--- config.mk ---
export PLATFORM = sky130hd
export DESIGN_NAME = counting_semaphore_priority_queue
export DESIGN_NICKNAME = d
export VERILOG_FILES = /design/src/rtl/core/csq_pkg.sv /design/src/rtl/core/counting_semaphore_priority_queue.sv /design/src/rtl/core/csq_front.sv /design/src/rtl/core/csq_back.sv
export VERILOG_INCLUDE_DIRS = /design/src /design/src/rtl/core
export SDC_FILE = /design/constraint.sdc
export NUM_CORES = 1
export LEC_CHECK = 0
export ABC_AREA = 1
export BUFFER_PORTS_ARGS = -buffer_cell sky130_fd_sc_hd__clkbuf_2
export CAP_MARGIN = 10
export CORE_MARGIN = 5
export CORE_UTILIZATION = 56
export DETAILED_ROUTE_END_ITERATION = 8
export GPL_ROUTABILITY_DRIVEN = 1
export PLACE_DENSITY_LB_ADDON = 0.25
export SLEW_MARGIN = 25
export SYNTH_ARGS = -nofsm -noshare
export SYNTH_HDL_FRONTEND = slang
export SYNTH_SLANG_ARGS = --single-unit
--- constraint.sdc ---
create_clock -name clk -period 4.2 [get_ports clk]
set_clock_uncertainty 0.2 [all_clocks]
set_input_delay 0.42 -clock clk [delete_from_list [all_inputs] [get_ports clk]]
set_output_delay 0.42 -clock clk [all_outputs]
set_load 0.005 [all_outputs]
--- src/rtl/core/counting_semaphore_priority_queue_macros.svh ---
// Assertion macros for the counting semaphore block.
// Used by the top level only; no other dependencies.
`ifndef COUNTING_SEMAPHORE_PRIORITY_QUEUE_MACROS_SVH
`define COUNTING_SEMAPHORE_PRIORITY_QUEUE_MACROS_SVH
// implication checked on every edge outside reset
`define CSPQ_ASSERT_IMP(label, a, b) \
  label: assert property (@(posedge clk) disable iff (rst) (a) |-> (b)) \
    else $error("check failed");
// next-cycle implication
`define CSPQ_ASSERT_NXT(label, a, b) \
  label: assert property (@(posedge clk) disable iff (rst) (a) |=> (b)) \
    else $error("check failed");
`endif

--- src/rtl/core/csq_pkg.sv ---
// Shared types and constants for the counting semaphore block.
// No dependencies.
`default_nettype none
package csq_pkg;
  localparam int QUEUE_DEPTH_DEF = 16;
  localparam int TASK_BITS_DEF   = 8;
  localparam int PRIO_BITS_DEF   = 8;
  localparam int COUNT_BITS_DEF  = 16;

  typedef enum logic [1:0] {
    K_WAIT = 2'd0, K_TRY = 2'd1, K_SIGNAL = 2'd2, K_CANCEL = 2'd3
  } kind_t;

  typedef enum logic [2:0] {
    ST_GRANTED = 3'd0, ST_BUSY = 3'd1, ST_QUEUED = 3'd2, ST_FULL = 3'd3,
    ST_SIGNALLED = 3'd4, ST_CANCELLED = 3'd5, ST_MISS = 3'd6
  } status_t;

  typedef enum logic [2:0] {
    B_IDLE, B_DECIDE, B_SCAN, B_SHIFT, B_DONE
  } bstate_t;

  localparam logic [0:0] ADDR_INIT = 1'b0;
  localparam logic [0:0] ADDR_MAX  = 1'b1;
endpackage
`default_nettype wire

--- src/rtl/core/counting_semaphore_priority_queue.sv ---
// Top level of the counting semaphore with priority wait queue.
// Depends on csq_pkg, csq_front, csq_back and the macros header.
//
// Use: request words enter on s_axis (kind, task, priority); one result
// word per request leaves on m_axis. Registers via APB: start count at
// 0x0 (a write reloads the count and empties the queue), count limit at
// 0x4 (0 = no limit).
// A two-word request queue lets the sender run ahead of the back part.
// A queued wait, a cancel or a signal that wakes a waiter walks the queue
// one entry a cycle; grant, busy, full, overflow and an empty-queue signal
// need no walk. One request is worked at a time: the back part takes no
// new request until the result of the last one has been accepted.
// Reset: count 0, limit none, queue empty, no result pending.
// A stalled receiver holds the result word; the back part waits in turn
// and the request queue fills, then s_axis_tready drops.
`default_nettype none
`include "counting_semaphore_priority_queue_macros.svh"
module counting_semaphore_priority_queue import csq_pkg::*; #(
  parameter int QUEUE_DEPTH = QUEUE_DEPTH_DEF,
  parameter int TASK_BITS   = TASK_BITS_DEF,
  parameter int PRIO_BITS   = PRIO_BITS_DEF,
  parameter int COUNT_BITS  = COUNT_BITS_DEF
) (
  input  wire  logic clk,
  input  wire  logic rst,
  input  wire  logic s_axis_tvalid,
  output logic       s_axis_tready,
  // task_id, priority_req (low to high)
  input  wire  logic [TASK_BITS+PRIO_BITS-1:0] s_axis_tdata,
  // kind
  input  wire  logic [1:0] s_axis_tuser,
  output logic       m_axis_tvalid,
  input  wire  logic m_axis_tready,
  // status, overflow, wake_valid, wake_task, count_now, waiters_now (low to high),
  // zero fill up to whole bytes
  output logic [((5+TASK_BITS+COUNT_BITS+$clog2(QUEUE_DEPTH+1)+7)/8)*8-1:0] m_axis_tdata,
  input  wire  logic psel,
  input  wire  logic penable,
  input  wire  logic pwrite,
  input  wire  logic [2:0] paddr,
  input  wire  logic [31:0] pwdata,
  output logic [31:0] prdata,
  output logic       pready
);
  localparam int NW = $clog2(QUEUE_DEPTH + 1);
  localparam int RW = 5 + TASK_BITS + COUNT_BITS + NW;
  localparam int OW = ((RW + 7) / 8) * 8;
  logic [COUNT_BITS-1:0] init_reg, max_reg;
  logic wr_en, reload;
  assign pready = 1'b1;
  assign wr_en  = psel && penable && pwrite;
  assign reload = wr_en && (paddr[2] == ADDR_INIT);
  always_ff @(posedge clk) begin
    if (rst) begin
      init_reg <= '0; max_reg <= '0;
    end else if (wr_en) begin
      if (paddr[2] == ADDR_INIT) init_reg <= pwdata[COUNT_BITS-1:0];
      else max_reg <= pwdata[COUNT_BITS-1:0];
    end
  end
  always_comb begin
    prdata = '0;
    if (paddr[2] == ADDR_INIT) prdata[COUNT_BITS-1:0] = init_reg;
    else prdata[COUNT_BITS-1:0] = max_reg;
  end

  logic q_valid, q_take, busy;
  logic [TASK_BITS+PRIO_BITS+1:0] q_word;
  csq_front #(.TASK_BITS(TASK_BITS), .PRIO_BITS(PRIO_BITS)) u_front (
    .clk, .rst, .in_valid(s_axis_tvalid), .in_ready(s_axis_tready),
    .in_word({s_axis_tdata, s_axis_tuser}), .q_valid, .q_take, .q_word);

  status_t r_status;
  logic r_ovf, r_wv;
  logic [TASK_BITS-1:0] r_wt;
  logic [COUNT_BITS-1:0] r_count, r_init;
  logic [NW-1:0] r_waiters;
  // on reset the count loads the (reset) register value
  assign r_init = reload ? pwdata[COUNT_BITS-1:0] : init_reg;
  csq_back #(.QUEUE_DEPTH(QUEUE_DEPTH), .TASK_BITS(TASK_BITS),
             .PRIO_BITS(PRIO_BITS), .COUNT_BITS(COUNT_BITS)) u_back (
    .clk, .rst, .reload, .init_val(rst ? '0 : r_init), .max_val(max_reg),
    .q_valid, .q_take, .q_word, .r_valid(m_axis_tvalid), .r_ready(m_axis_tready),
    .r_status, .r_ovf, .r_wv, .r_wt, .r_count, .r_waiters, .busy);
  assign m_axis_tdata = OW'({r_waiters, r_count, r_wt, r_wv, r_ovf, r_status});

  `CSPQ_ASSERT_IMP(a_ovf_status, m_axis_tvalid && r_ovf, r_status == ST_MISS)
  `CSPQ_ASSERT_IMP(a_wake_sig, m_axis_tvalid && r_wv, r_status == ST_SIGNALLED)
  `CSPQ_ASSERT_IMP(a_waiters_max, 1'b1, r_waiters <= NW'(QUEUE_DEPTH))
  `CSPQ_ASSERT_NXT(a_hold, m_axis_tvalid && !m_axis_tready && !reload, m_axis_tvalid)
  `CSPQ_ASSERT_IMP(a_idle_quiet, !busy, !m_axis_tvalid)
endmodule
`default_nettype wire

--- src/rtl/core/csq_front.sv ---
// Front part: accepts input words and holds them in a two-entry queue.
// Depends on csq_pkg.
`default_nettype none
module csq_front import csq_pkg::*; #(
  parameter int TASK_BITS = TASK_BITS_DEF,
  parameter int PRIO_BITS = PRIO_BITS_DEF
) (
  input  wire  logic clk,
  input  wire  logic rst,
  input  wire  logic in_valid,
  output logic       in_ready,
  input  wire  logic [TASK_BITS+PRIO_BITS+1:0] in_word,
  output logic       q_valid,
  input  wire  logic q_take,
  output logic [TASK_BITS+PRIO_BITS+1:0] q_word
);
  localparam int W = TASK_BITS + PRIO_BITS + 2;
  logic [W-1:0] mem [2];
  logic rd, wr;
  logic [1:0] fill;
  assign in_ready = (fill != 2'd2);
  assign q_valid  = (fill != 2'd0);
  assign q_word   = mem[rd];
  always_ff @(posedge clk) begin
    if (rst) begin
      rd <= 1'b0; wr <= 1'b0; fill <= 2'd0;
    end else begin
      if (in_valid && in_ready) wr <= ~wr;
      if (q_take && q_valid) rd <= ~rd;
      fill <= fill + 2'(in_valid && in_ready) - 2'(q_take && q_valid);
    end
  end
  always_ff @(posedge clk) begin
    if (in_valid && in_ready) mem[wr] <= in_word;
  end
endmodule
`default_nettype wire

--- src/rtl/core/csq_back.sv ---
// Back part: semaphore count and sorted wait queue, one entry step per cycle.
// Depends on csq_pkg.
`default_nettype none
module csq_back import csq_pkg::*; #(
  parameter int QUEUE_DEPTH = QUEUE_DEPTH_DEF,
  parameter int TASK_BITS   = TASK_BITS_DEF,
  parameter int PRIO_BITS   = PRIO_BITS_DEF,
  parameter int COUNT_BITS  = COUNT_BITS_DEF
) (
  input  wire  logic clk,
  input  wire  logic rst,
  input  wire  logic reload,
  input  wire  logic [COUNT_BITS-1:0] init_val,
  input  wire  logic [COUNT_BITS-1:0] max_val,
  input  wire  logic q_valid,
  output logic       q_take,
  input  wire  logic [TASK_BITS+PRIO_BITS+1:0] q_word,
  output logic       r_valid,
  input  wire  logic r_ready,
  output status_t    r_status,
  output logic       r_ovf,
  output logic       r_wv,
  output logic [TASK_BITS-1:0] r_wt,
  output logic [COUNT_BITS-1:0] r_count,
  output logic [$clog2(QUEUE_DEPTH+1)-1:0] r_waiters,
  output logic       busy
);
  localparam int IW = (QUEUE_DEPTH > 1) ? $clog2(QUEUE_DEPTH) : 1;
  localparam int NW = $clog2(QUEUE_DEPTH + 1);
  logic [TASK_BITS-1:0] qt [QUEUE_DEPTH];
  logic [PRIO_BITS-1:0] qp [QUEUE_DEPTH];
  logic [COUNT_BITS-1:0] cnt;
  logic [NW-1:0] total;
  bstate_t st, st_next;
  kind_t kind;
  logic [TASK_BITS-1:0] tid;
  logic [PRIO_BITS-1:0] pri;
  logic [NW-1:0] pos;       // scan / shift index
  logic ins;                // 1 insert, 0 remove
  status_t status;
  logic ovf, wv;
  logic [TASK_BITS-1:0] wt;
  logic [COUNT_BITS-1:0] lim;
  assign lim = (max_val == '0) ? '1 : max_val;
  logic [IW-1:0] pi;
  assign pi = pos[IW-1:0];

  // next state
  always_comb begin
    st_next = st;
    case (st)
      B_IDLE:   if (q_valid) st_next = B_DECIDE;
      B_DECIDE: begin
        st_next = B_DONE;
        if ((kind == K_WAIT) && cnt == '0 && total < NW'(QUEUE_DEPTH)) st_next = B_SCAN;
        if (kind == K_CANCEL) st_next = B_SCAN;
        if (kind == K_SIGNAL && cnt < lim && total != '0) st_next = B_SHIFT;
      end
      B_SCAN: begin
        if (pos >= total) st_next = ins ? B_SHIFT : B_DONE;
        else if (ins ? (qp[pi] < pri) : (qt[pi] == tid)) st_next = B_SHIFT;
      end
      B_SHIFT: begin
        // insert ends at the head or once the slot above holds an equal or higher priority
        if (ins ? !(pos != '0 && (qp[IW'(pos - 1'b1)] < pri))
                : (NW'(pos + 1'b1) >= total)) st_next = B_DONE;
      end
      B_DONE:   if (r_ready) st_next = B_IDLE;
      default:  st_next = B_IDLE;
    endcase
  end

  // outputs
  always_comb begin
    q_take    = (st == B_IDLE) && q_valid;
    r_valid   = (st == B_DONE);
    busy      = (st != B_IDLE);
    r_status  = status;
    r_ovf     = ovf;
    r_wv      = wv;
    r_wt      = wt;
    r_count   = cnt;
    r_waiters = total;
  end

  always_ff @(posedge clk) begin
    if (rst) begin
      st <= B_IDLE; cnt <= init_val; total <= '0;
    end else if (reload) begin
      cnt <= init_val; total <= '0;
    end else begin
      st <= st_next;
      case (st)
        B_IDLE: if (q_valid) begin
          kind <= kind_t'(q_word[1:0]);
          tid  <= q_word[TASK_BITS+1:2];
          pri  <= q_word[TASK_BITS+PRIO_BITS+1:TASK_BITS+2];
        end
        B_DECIDE: begin
          ovf <= 1'b0; wv <= 1'b0; wt <= '0; pos <= '0;
          status <= ST_MISS;
          case (kind)
            K_WAIT, K_TRY: begin
              if (cnt != '0) begin
                cnt <= cnt - 1'b1; status <= ST_GRANTED;
              end else if (kind == K_TRY) status <= ST_BUSY;
              else if (total >= NW'(QUEUE_DEPTH)) ovf <= 1'b1;
              else begin
                status <= ST_QUEUED; ins <= 1'b1;
              end
            end
            K_SIGNAL: begin
              if (cnt >= lim) status <= ST_FULL;
              else begin
                status <= ST_SIGNALLED;
                if (total != '0) begin
                  wv <= 1'b1; wt <= qt[0]; ins <= 1'b0;
                end else cnt <= cnt + 1'b1;
              end
            end
            default: ins <= 1'b0;
          endcase
        end
        B_SCAN: begin
          if (pos >= total) begin
            if (ins) pos <= total;
          end else if (ins ? (qp[pi] < pri) : (qt[pi] == tid)) begin
            if (ins) pos <= total;
            else status <= ST_CANCELLED;
            tid <= ins ? tid : tid;
          end else pos <= pos + 1'b1;
        end
        B_SHIFT: begin
          if (ins) begin
            // walk down from the tail to the insert slot
            if (pos != '0 && (qp[IW'(pos - 1'b1)] < pri)) begin
              qt[pi] <= qt[IW'(pos - 1'b1)];
              qp[pi] <= qp[IW'(pos - 1'b1)];
              pos <= pos - 1'b1;
            end else begin
              qt[pi] <= tid; qp[pi] <= pri;
              total <= total + 1'b1;
              pos <= total;
            end
          end else begin
            if (NW'(pos + 1'b1) >= total) total <= total - 1'b1;
            else begin
              qt[pi] <= qt[IW'(pos + 1'b1)];
              qp[pi] <= qp[IW'(pos + 1'b1)];
              pos <= pos + 1'b1;
            end
          end
        end
        default: ;
      endcase
    end
  end
endmodule
`default_nettype wire
==> results of run 1 <==
metal layers:
| layer | up-vias | wire length, µm | global-route usage [%] |
|---|---|---|---|
| met5 | - | 0 | 0 |
| met4 | 0 | 3971 | 14.96 |
| met3 | 285 | 7812 | 6.507 |
| met2 | 1229 | 30960 | 48.79 |
| met1 | 9211 | 25490 | 39.63 |
| li1 | 9237 | - | - |
cell families (layout without fill, tap and decap cells):
| family | Yosys count | count (layout) | synth area share (%) |
|---|---|---|---|
| DFF | 393 | 393 | 51.28 |
| other | 2 | 23 | 0.03401 |
| AOI/OAI and AO/OA | 700 | 700 | 17.26 |
| muxes | 6 | 6 | 0.2720 |
| buffers and inverters | 411 | 550 | 7.877 |
| adders and majority gates | 66 | 66 | 3.808 |
| and+or+nand+nor | 1032 | 1032 | 19.08 |
| xor gates and xnor gates | 10 | 10 | 0.3967 |
through the flow:
stage / std cells / power, W / util (%) / TNS, ns
2_1_floorplan: 2641 / 0.01004 / - / 0
3_3_place_gp: 3180 / 0.01209 / 60.79 / 0
3_5_place_dp: 3180 / 0.01236 / 60.79 / 0
4_1_cts: 3293 / 0.01630 / 65.41 / 0
5_1_grt: 3298 / 0.01749 / 65.69 / -0.002752
6_report: 3298 / 0.01652 / 65.69 / 0
cell type report:
type | count | area, µm² | area share [%]
multi-input cells | 1837 | 9309 | 36.50
flip-flops and latches | 393 | 11330 | 44.41
clock buffers | 55 | 1130 | 4.430
clock inverters | 23 | 309.0 | 1.212
well taps | 518 | 648.1 | 2.541
inverters | 236 | 890.9 | 3.493
repair buffers | 236 | 1893 | 7.422
tightest hold or removal path: stages:
cell	delay, ns
clkbuf_2	0.08
nand2_1	0.07
inv_1	0.08
o21ai_0	0.07
nor2_1	0.08
synthesized netlist by cell type, types with 3 or more instances:
master and instances:
a21boi_0 4, a21oi_1 148, a31oi_1 10, a32o_1 5, buf_1 9, buf_2 40, buf_4 27, buf_6 6
clkbuf_1 93, clkinv_1 4, dfxtp_1 48, edfxtp_1 345, ha_1 64, inv_1 226, inv_2 6, mux2i_1 6
nand2_1 609, nand2_2 5, nand3_1 146, nand3b_1 4, nand4_1 18, nor2_1 222, nor2_2 3, nor3_1 11
nor4_1 5, o211ai_1 41, o21ai_0 426, o21ai_1 14, o21bai_1 5, o221ai_1 14, o22ai_1 10, o31ai_1 4
xor2_1 9
what timing repair did:
action | 4_1_cts | 5_1_grt
hold buffers | 35 | 0
buffers inserted | 0 | 5
resized for setup | 1 | 10
endpoints found under the setup margin | 16 | 262
pin swaps | 0 | 2
hold endpoints to repair | 70 | 0
layout by cell type, fill, tap and decap left out, drive strengths merged, types with 41 or more instances in the layout:
| cell | synthesis | layout |
|---|---|---|
| nor2 | 225 | 225 |
| clkbuf | 93 | 148 |
| o21ai | 440 | 440 |
| buf | 82 | 108 |
| ha | 64 | 64 |
| inv | 232 | 234 |
| a21oi | 148 | 148 |
| nand3 | 147 | 147 |
| o211ai | 41 | 41 |
| dfxtp | 48 | 48 |
| edfxtp | 345 | 345 |
| nand2 | 616 | 616 |
report_power, final:
part / switching (W) / internal (W)
clock: 0.00157 / 0.00234
combinational: 0.00477 / 0.00242
sequential: 0.000276 / 0.00515
total: 0.00662 / 0.00991
worst paths after layout:
check | start | to | slack, ns | depth (start not counted)
setup / recovery | u_back.pos[0]$_DFFE_PP_ | u_back.qp[9][1]$_DFFE_PP_ | 0.16 | 15
hold / removal | s_axis_tvalid | u_front.wr$_SDFFE_PP0P_ | 0.07 | 5
setup reg to reg | u_back.pos[0]$_DFFE_PP_ | u_back.qp[9][1]$_DFFE_PP_ | 0.16 | 15
hold reg to reg | init_reg[7]$_SDFFE_PP0P_ | init_reg[7]$_SDFFE_PP0P_ | 0.28 | 2
==> results.sh, run 1 <==
export IMPL_crit_fanout=73
export IMPL_start_util_pct=56.86
export IMPL_cpMaxStageDelayCell="edfxtp_1"
export IMPL_dp_hpwl_mm=43.29
export IMPL_gp_congestion=0.9248
export IMPL_synth_area_per_cell_um2=8.427
export IMPL_synth_cell_area_um2=22080
export IMPL_grt_max_degree=150
export IMPL_critical_path_top_delay_family="simple AND/OR/NAND/NOR gates"
export IMPL_critPathRequiredTime_ns=4.23
export IMPL_clockBufferDepth=3
export IMPL_clock_latency_ns=0.57
export IMPL_synth_top_area_cell="edfxtp_1"
export IMPL_row_count=72
export IMPL_ant_nets=0
export IMPL_max_freq_mhz=247.5
export IMPL_hold_class="in2reg"
export IMPL_maxSlewViolCount=0
export IMPL_cts_inserted_buffers=42
export IMPL_cts_clk_slew_worst_paths_ns=0.06
export IMPL_routed_via_count=19960
export IMPL_dp_worst_setup_slack_ns=0.03109
export IMPL_worst_pin_slew_ns=0.8695
export IMPL_power_density_nw_per_um2=647.8
export IMPL_slew_limit_headroom_pct=41.68
export IMPL_fin_nets=2872
export IMPL_p_leak_nw=10.38
export IMPL_synth_top_cells_by_area="edfxtp_1 (47%), nand2_1 (10%), o21ai_0 (9.7%)"
export IMPL_outcome="finished clean"
export IMPL_synthFlopType="edfxtp_1"
export IMPL_io_pins=135
export IMPL_cp_num_buf_inv=4
export IMPL_viasPerCell=6.053
export IMPL_design_area_um2=25510
export IMPL_layout_drive_gt1_share_pct=11.62
export IMPL_critPathMaxStageDelay_ns=0.47
export IMPL_grt_overflow=0
export IMPL_grt_pass1_vias=19260
export IMPL_finalWirelength_mm=68.24
export IMPL_floorplan_die_height_um=208.6
export IMPL_wl_per_cell_um=20.69
export IMPL_worst_slack_ns=0.1595
export IMPL_cts_tree="done"
export IMPL_antenna_found_initial=1
export IMPL_synth_edff_count=345
export IMPL_syn_inst=2620
export IMPL_fp_dieW_um=208.6
export IMPL_crit_path_start_kind="flip-flop"
export IMPL_detail_route_iter0_violations=2140
export IMPL_numPortBuffers=93
export IMPL_grt_use_total_pct=30.47
export IMPL_synth_seq_cells=393
export IMPL_synth_distinct_cells=55
export IMPL_critical_path_cell_chain="buf_4, buf_12, ha_1, nand3_1, xor2_1, ha_1, a21oi_1, o21a_1, nand3_1, inv_1, nor2_1, nor2_2, nand2_1, nor2_2, buf_4"
export IMPL_htree_levels=2
export IMPL_n_antenna_cell=0
export IMPL_cap_violations=0
export IMPL_worst_setup_path_type="reg2reg"
export IMPL_setup_viol=0
export IMPL_whs_ns=0.07470
export IMPL_period_share_pct=96.20
export IMPL_finalHoldViolations=0
export IMPL_clkSinkCount=393
export IMPL_route_detailed_drc=0
export IMPL_yosysTopAreaCellShare_pct=46.92
export IMPL_die_area_um2=43500
export IMPL_fp_coreArea_um2=38830
export IMPL_placed_area_um2=23600
export IMPL_async_flop_share_pct=0
export IMPL_grt_first_pass_wirelength_mm=105.0
export IMPL_vdd_drop_max_mv=0.4258
export IMPL_arrival_ns=4.07
export IMPL_first_pass_iters=6
export IMPL_min_period_ns=4.041
export IMPL_top_regs="u_back.qp: 128 flops, u_back.qt: 128 flops, u_front.mem: 36 flops"
export IMPL_cts_root_buf="clkbuf_16"
export IMPL_seq_area_frac_synth_pct=51.28
export IMPL_final_fill_count=3126
export IMPL_yosysWarnings=0
export IMPL_area_growth_pct=15.52
export IMPL_end_kind="flip-flop"
(Power assumes the default switching activity.)
==> run 2, diff against run 1 <==
--- a/config.mk
+++ b/config.mk
@@ -14,6 +14,7 @@
 export DETAILED_ROUTE_END_ITERATION = 8
 export GPL_ROUTABILITY_DRIVEN = 1
 export PLACE_DENSITY_LB_ADDON = 0.25
+export REMOVE_ABC_BUFFERS = 1
 export SLEW_MARGIN = 25
 export SYNTH_ARGS = -nofsm -noshare
 export SYNTH_HDL_FRONTEND = slang
==> run 2 against run 1 <==
Against the previous run:
- die area unchanged
- global-route usage down 0.65 points
- first-iteration DRC count up 15%
- wire length down 1.6%
- total power down 0.17%
- critical endpoint is now u_back.qt[9][1]$_DFFE_PP_
- critical path depth up 6
- non-clock buffer count up 12
- cell count up 0.33%
- fmax down 0.20%
- largest power group unchanged
- clock-buffer cell count up 1
==> results.sh, run 2 (synthesis results as in run 1) <==
export IMPL_min_period_ns=4.048
export IMPL_htree_levels=2
export IMPL_first_pass_iters=6
export IMPL_critical_path_top_delay_family="compound AO/OA/AOI/OAI gates"
export IMPL_worst_setup_path_type="reg2reg"
export IMPL_power_frac_clock_pct=24.0
export IMPL_reg2reg_depth=21
export IMPL_rr_endpoint="u_back.qt[9][1]$_DFFE_PP_"
export IMPL_ant_nets=0
export IMPL_switching_share_pct=40.22
export IMPL_cp_startpoint="u_back.pos[1]$_DFFE_PP_"
export IMPL_outcome="finished clean"
export IMPL_critical_path_cell_chain="inv_2, ha_1, nand2_1, nand2_2, inv_2, buf_12, a21oi_1, a21oi_1, a32o_1, ha_1, a21oi_1, nand2_1, nand2_1, nand2_2, nand2_4, inv_2, nand2_4, buf_4, nand2_1, a31o_1, buf_12"
export IMPL_r2r_slack_ns=0.15
export IMPL_holdPathEnd="u_front.wr$_SDFFE_PP0P_"
export IMPL_grt_setup_unrepaired="false"
export IMPL_cap_violations=0
export IMPL_finalWirelength_mm=67.15
export IMPL_critPathRequiredTime_ns=4.32
export IMPL_wl_per_cell_um=20.29
export IMPL_cts_root_buf="clkbuf_16"
export IMPL_fp_dieW_um=208.6
export IMPL_vdd_drop_max_mv=0.4461
export IMPL_layout_drive_gt1_share_pct=11.79
export IMPL_placed_area_um2=23550
export IMPL_crit_top_cell="nand2_1"
export IMPL_power_density_nw_per_um2=649.1
export IMPL_gp_congestion=0.9483
export IMPL_p_seq_share_pct=33.2
export IMPL_multi_input_area_um2=9224
export IMPL_detail_route_iter0_violations=2466
export IMPL_setup_viol=0
export IMPL_cts_clk_slew_worst_paths_ns=0.06
export IMPL_cts_inserted_buffers=42
export IMPL_critPathMaxStageDelay_ns=0.41
export IMPL_clock_latency_ns=0.58
export IMPL_cp_num_buf_inv=6
export IMPL_hp_start="s_axis_tvalid"
export IMPL_area_growth_pct=15.11
export IMPL_grt_max_degree=68
export IMPL_clockBufferDepth=3
export IMPL_final_common_cell="nand2_1"
export IMPL_clkSinkCount=393
export IMPL_period_share_pct=96.39
export IMPL_cts_tree="done"
export IMPL_dp_hpwl_mm=43.35
export IMPL_dp_cells=3197
export IMPL_start_util_pct=56.86
export IMPL_hold_class="in2reg"
export IMPL_power_internal_w=0.009861
export IMPL_design_area_um2=25410
export IMPL_maxSlewViolCount=0
export IMPL_slew_limit_headroom_pct=39.34
export IMPL_grt_first_pass_wirelength_mm=103.0
export IMPL_final_fill_count=3068
export IMPL_io_pins=135
export IMPL_max_freq_mhz=247.0
export IMPL_comb_power_share_pct=42.8
export IMPL_top_regs="u_back.qp: 128 flops, u_back.qt: 128 flops, u_front.mem: 36 flops"
export IMPL_fp_coreArea_um2=38830
export IMPL_grt_use_total_pct=29.82
export IMPL_finalNonFillerCells=3309
export IMPL_layout_common_cells="nand2_1 (607), o21ai_0 (426), edfxtp_1 (345), inv_1 (224), nor2_1 (205)"
export IMPL_ff_latch_area_um2=11330
export IMPL_final_setup_tns_ns=0
export IMPL_crit_fanout=23
export IMPL_viasPerCell=6.023
export IMPL_grt_overflow=0
export IMPL_crit_path_start_kind="flip-flop"
export IMPL_min_path_cells=4
export IMPL_numPortBuffers=93
export IMPL_cts_setup_buffers=0
export IMPL_n_antenna_cell=0
export IMPL_finalHoldViolations=0
export IMPL_p_leak_nw=10.42
export IMPL_die_area_um2=43500
export IMPL_grt_pass1_vias=18990
export IMPL_routed_via_count=19930
export IMPL_worst_pin_slew_ns=0.9042
export IMPL_arrival_ns=4.17
export IMPL_route_detailed_drc=0
export IMPL_fin_nets=2884
export IMPL_worstReg2RegStart="u_back.pos[1]$_DFFE_PP_"
export IMPL_end_kind="flip-flop"
export IMPL_cpMaxStageDelayCell="edfxtp_1"
export IMPL_floorplan_die_height_um=208.6
export IMPL_switchingPower_w=0.006635
export IMPL_row_count=72
export IMPL_antenna_found_initial=0
-- run 2: cell types whose count changed in the layout (fill, tap and decap cells not counted), sizes merged --
cell	previous run	this run
clkbuf	148	149
buf	108	120
clkinv	15	16
inv	234	232
bufinv	7	6
-- run 2: area by class of cell --
cell class                      count  share of cell area (%)
Sequential cell                   393                   44.56
Tap cell                          518                   2.550
Clock inverter                     21                   1.088
Clock buffer                       56                   4.712
Inverter                          236                   3.495
Timing Repair Buffer              248                   7.296
Multi-Input combinational cell   1837                   36.29
-- run 2: timing repair --
action                                  4_1_cts  5_1_grt
resized for setup                             3        8
endpoints found under the setup margin       48      234
pin swaps                                     0        1
hold buffers                                 35        0
hold endpoints to repair                     80        0
gates cloned                                  0        0
-- run 2: how the worst max path moves through the flow --
stage	slack, ns	cells past startpoint	to
3_5_place_dp	0.02	19	u_back.qp[2][0]$_DFFE_PP_
5_1_grt	0.02	23	u_back.qp[15][4]$_DFFE_PP_
2_1_floorplan	-7.42	14	u_back.qp[0][1]$_DFFE_PP_
3_3_place_gp	0.16	22	u_back.qt[9][3]$_DFFE_PP_
4_1_cts	0.02	22	u_back.qt[0][2]$_DFFE_PP_
6_report	0.15	21	u_back.qt[9][1]$_DFFE_PP_
-- run 2: metrics by stage --
stage	hold slack (ns)	total power (W)	setup slack [ns]	util (%)
after floorplan	0.2432	0.009816	-7.419	-
final	0.04114	0.01650	0.1515	65.46
after global routing	0.06371	0.01743	0.01641	65.46
after CTS	0.0002977	0.01628	0.01582	65.38
after global placement	0.2543	0.01205	0.1616	60.65
after detailed placement	0.2607	0.01228	0.02299	60.65
-- run 2: worst register-to-register path: cells and delay by family, from the launching register on --
family	cells	cell delay, ns
AOI/OAI and AO/OA	5	0.95
and+or+nand+nor	8	0.90
buffers and inverters	6	0.82
adders and majority gates	2	0.52
DFF	1	0.41
-- run 2: power by group through the flow --
| stage | Combinational [W] | Sequential, W | Clock (W) |
|---|---|---|---|
| 4_1_cts | 0.00685 | 0.00545 | 0.00398 |
| 5_1_grt | 0.00780 | 0.00549 | 0.00415 |
| 6_report | 0.00707 | 0.00547 | 0.00396 |
| 3_3_place_gp | 0.00652 | 0.00553 | 0 |
| 3_5_place_dp | 0.00675 | 0.00553 | 0 |
| 2_1_floorplan | 0.00413 | 0.00568 | 0 |
-- run 2: per-layer routing --
metal	track usage, %	part of all wire (%)	vias to the layer above
met3	5.769	12	219
li1	-	-	9236
met1	40.51	38	9267
met5	0	0	-
met4	11.86	3.9	0
met2	47.65	46	1207
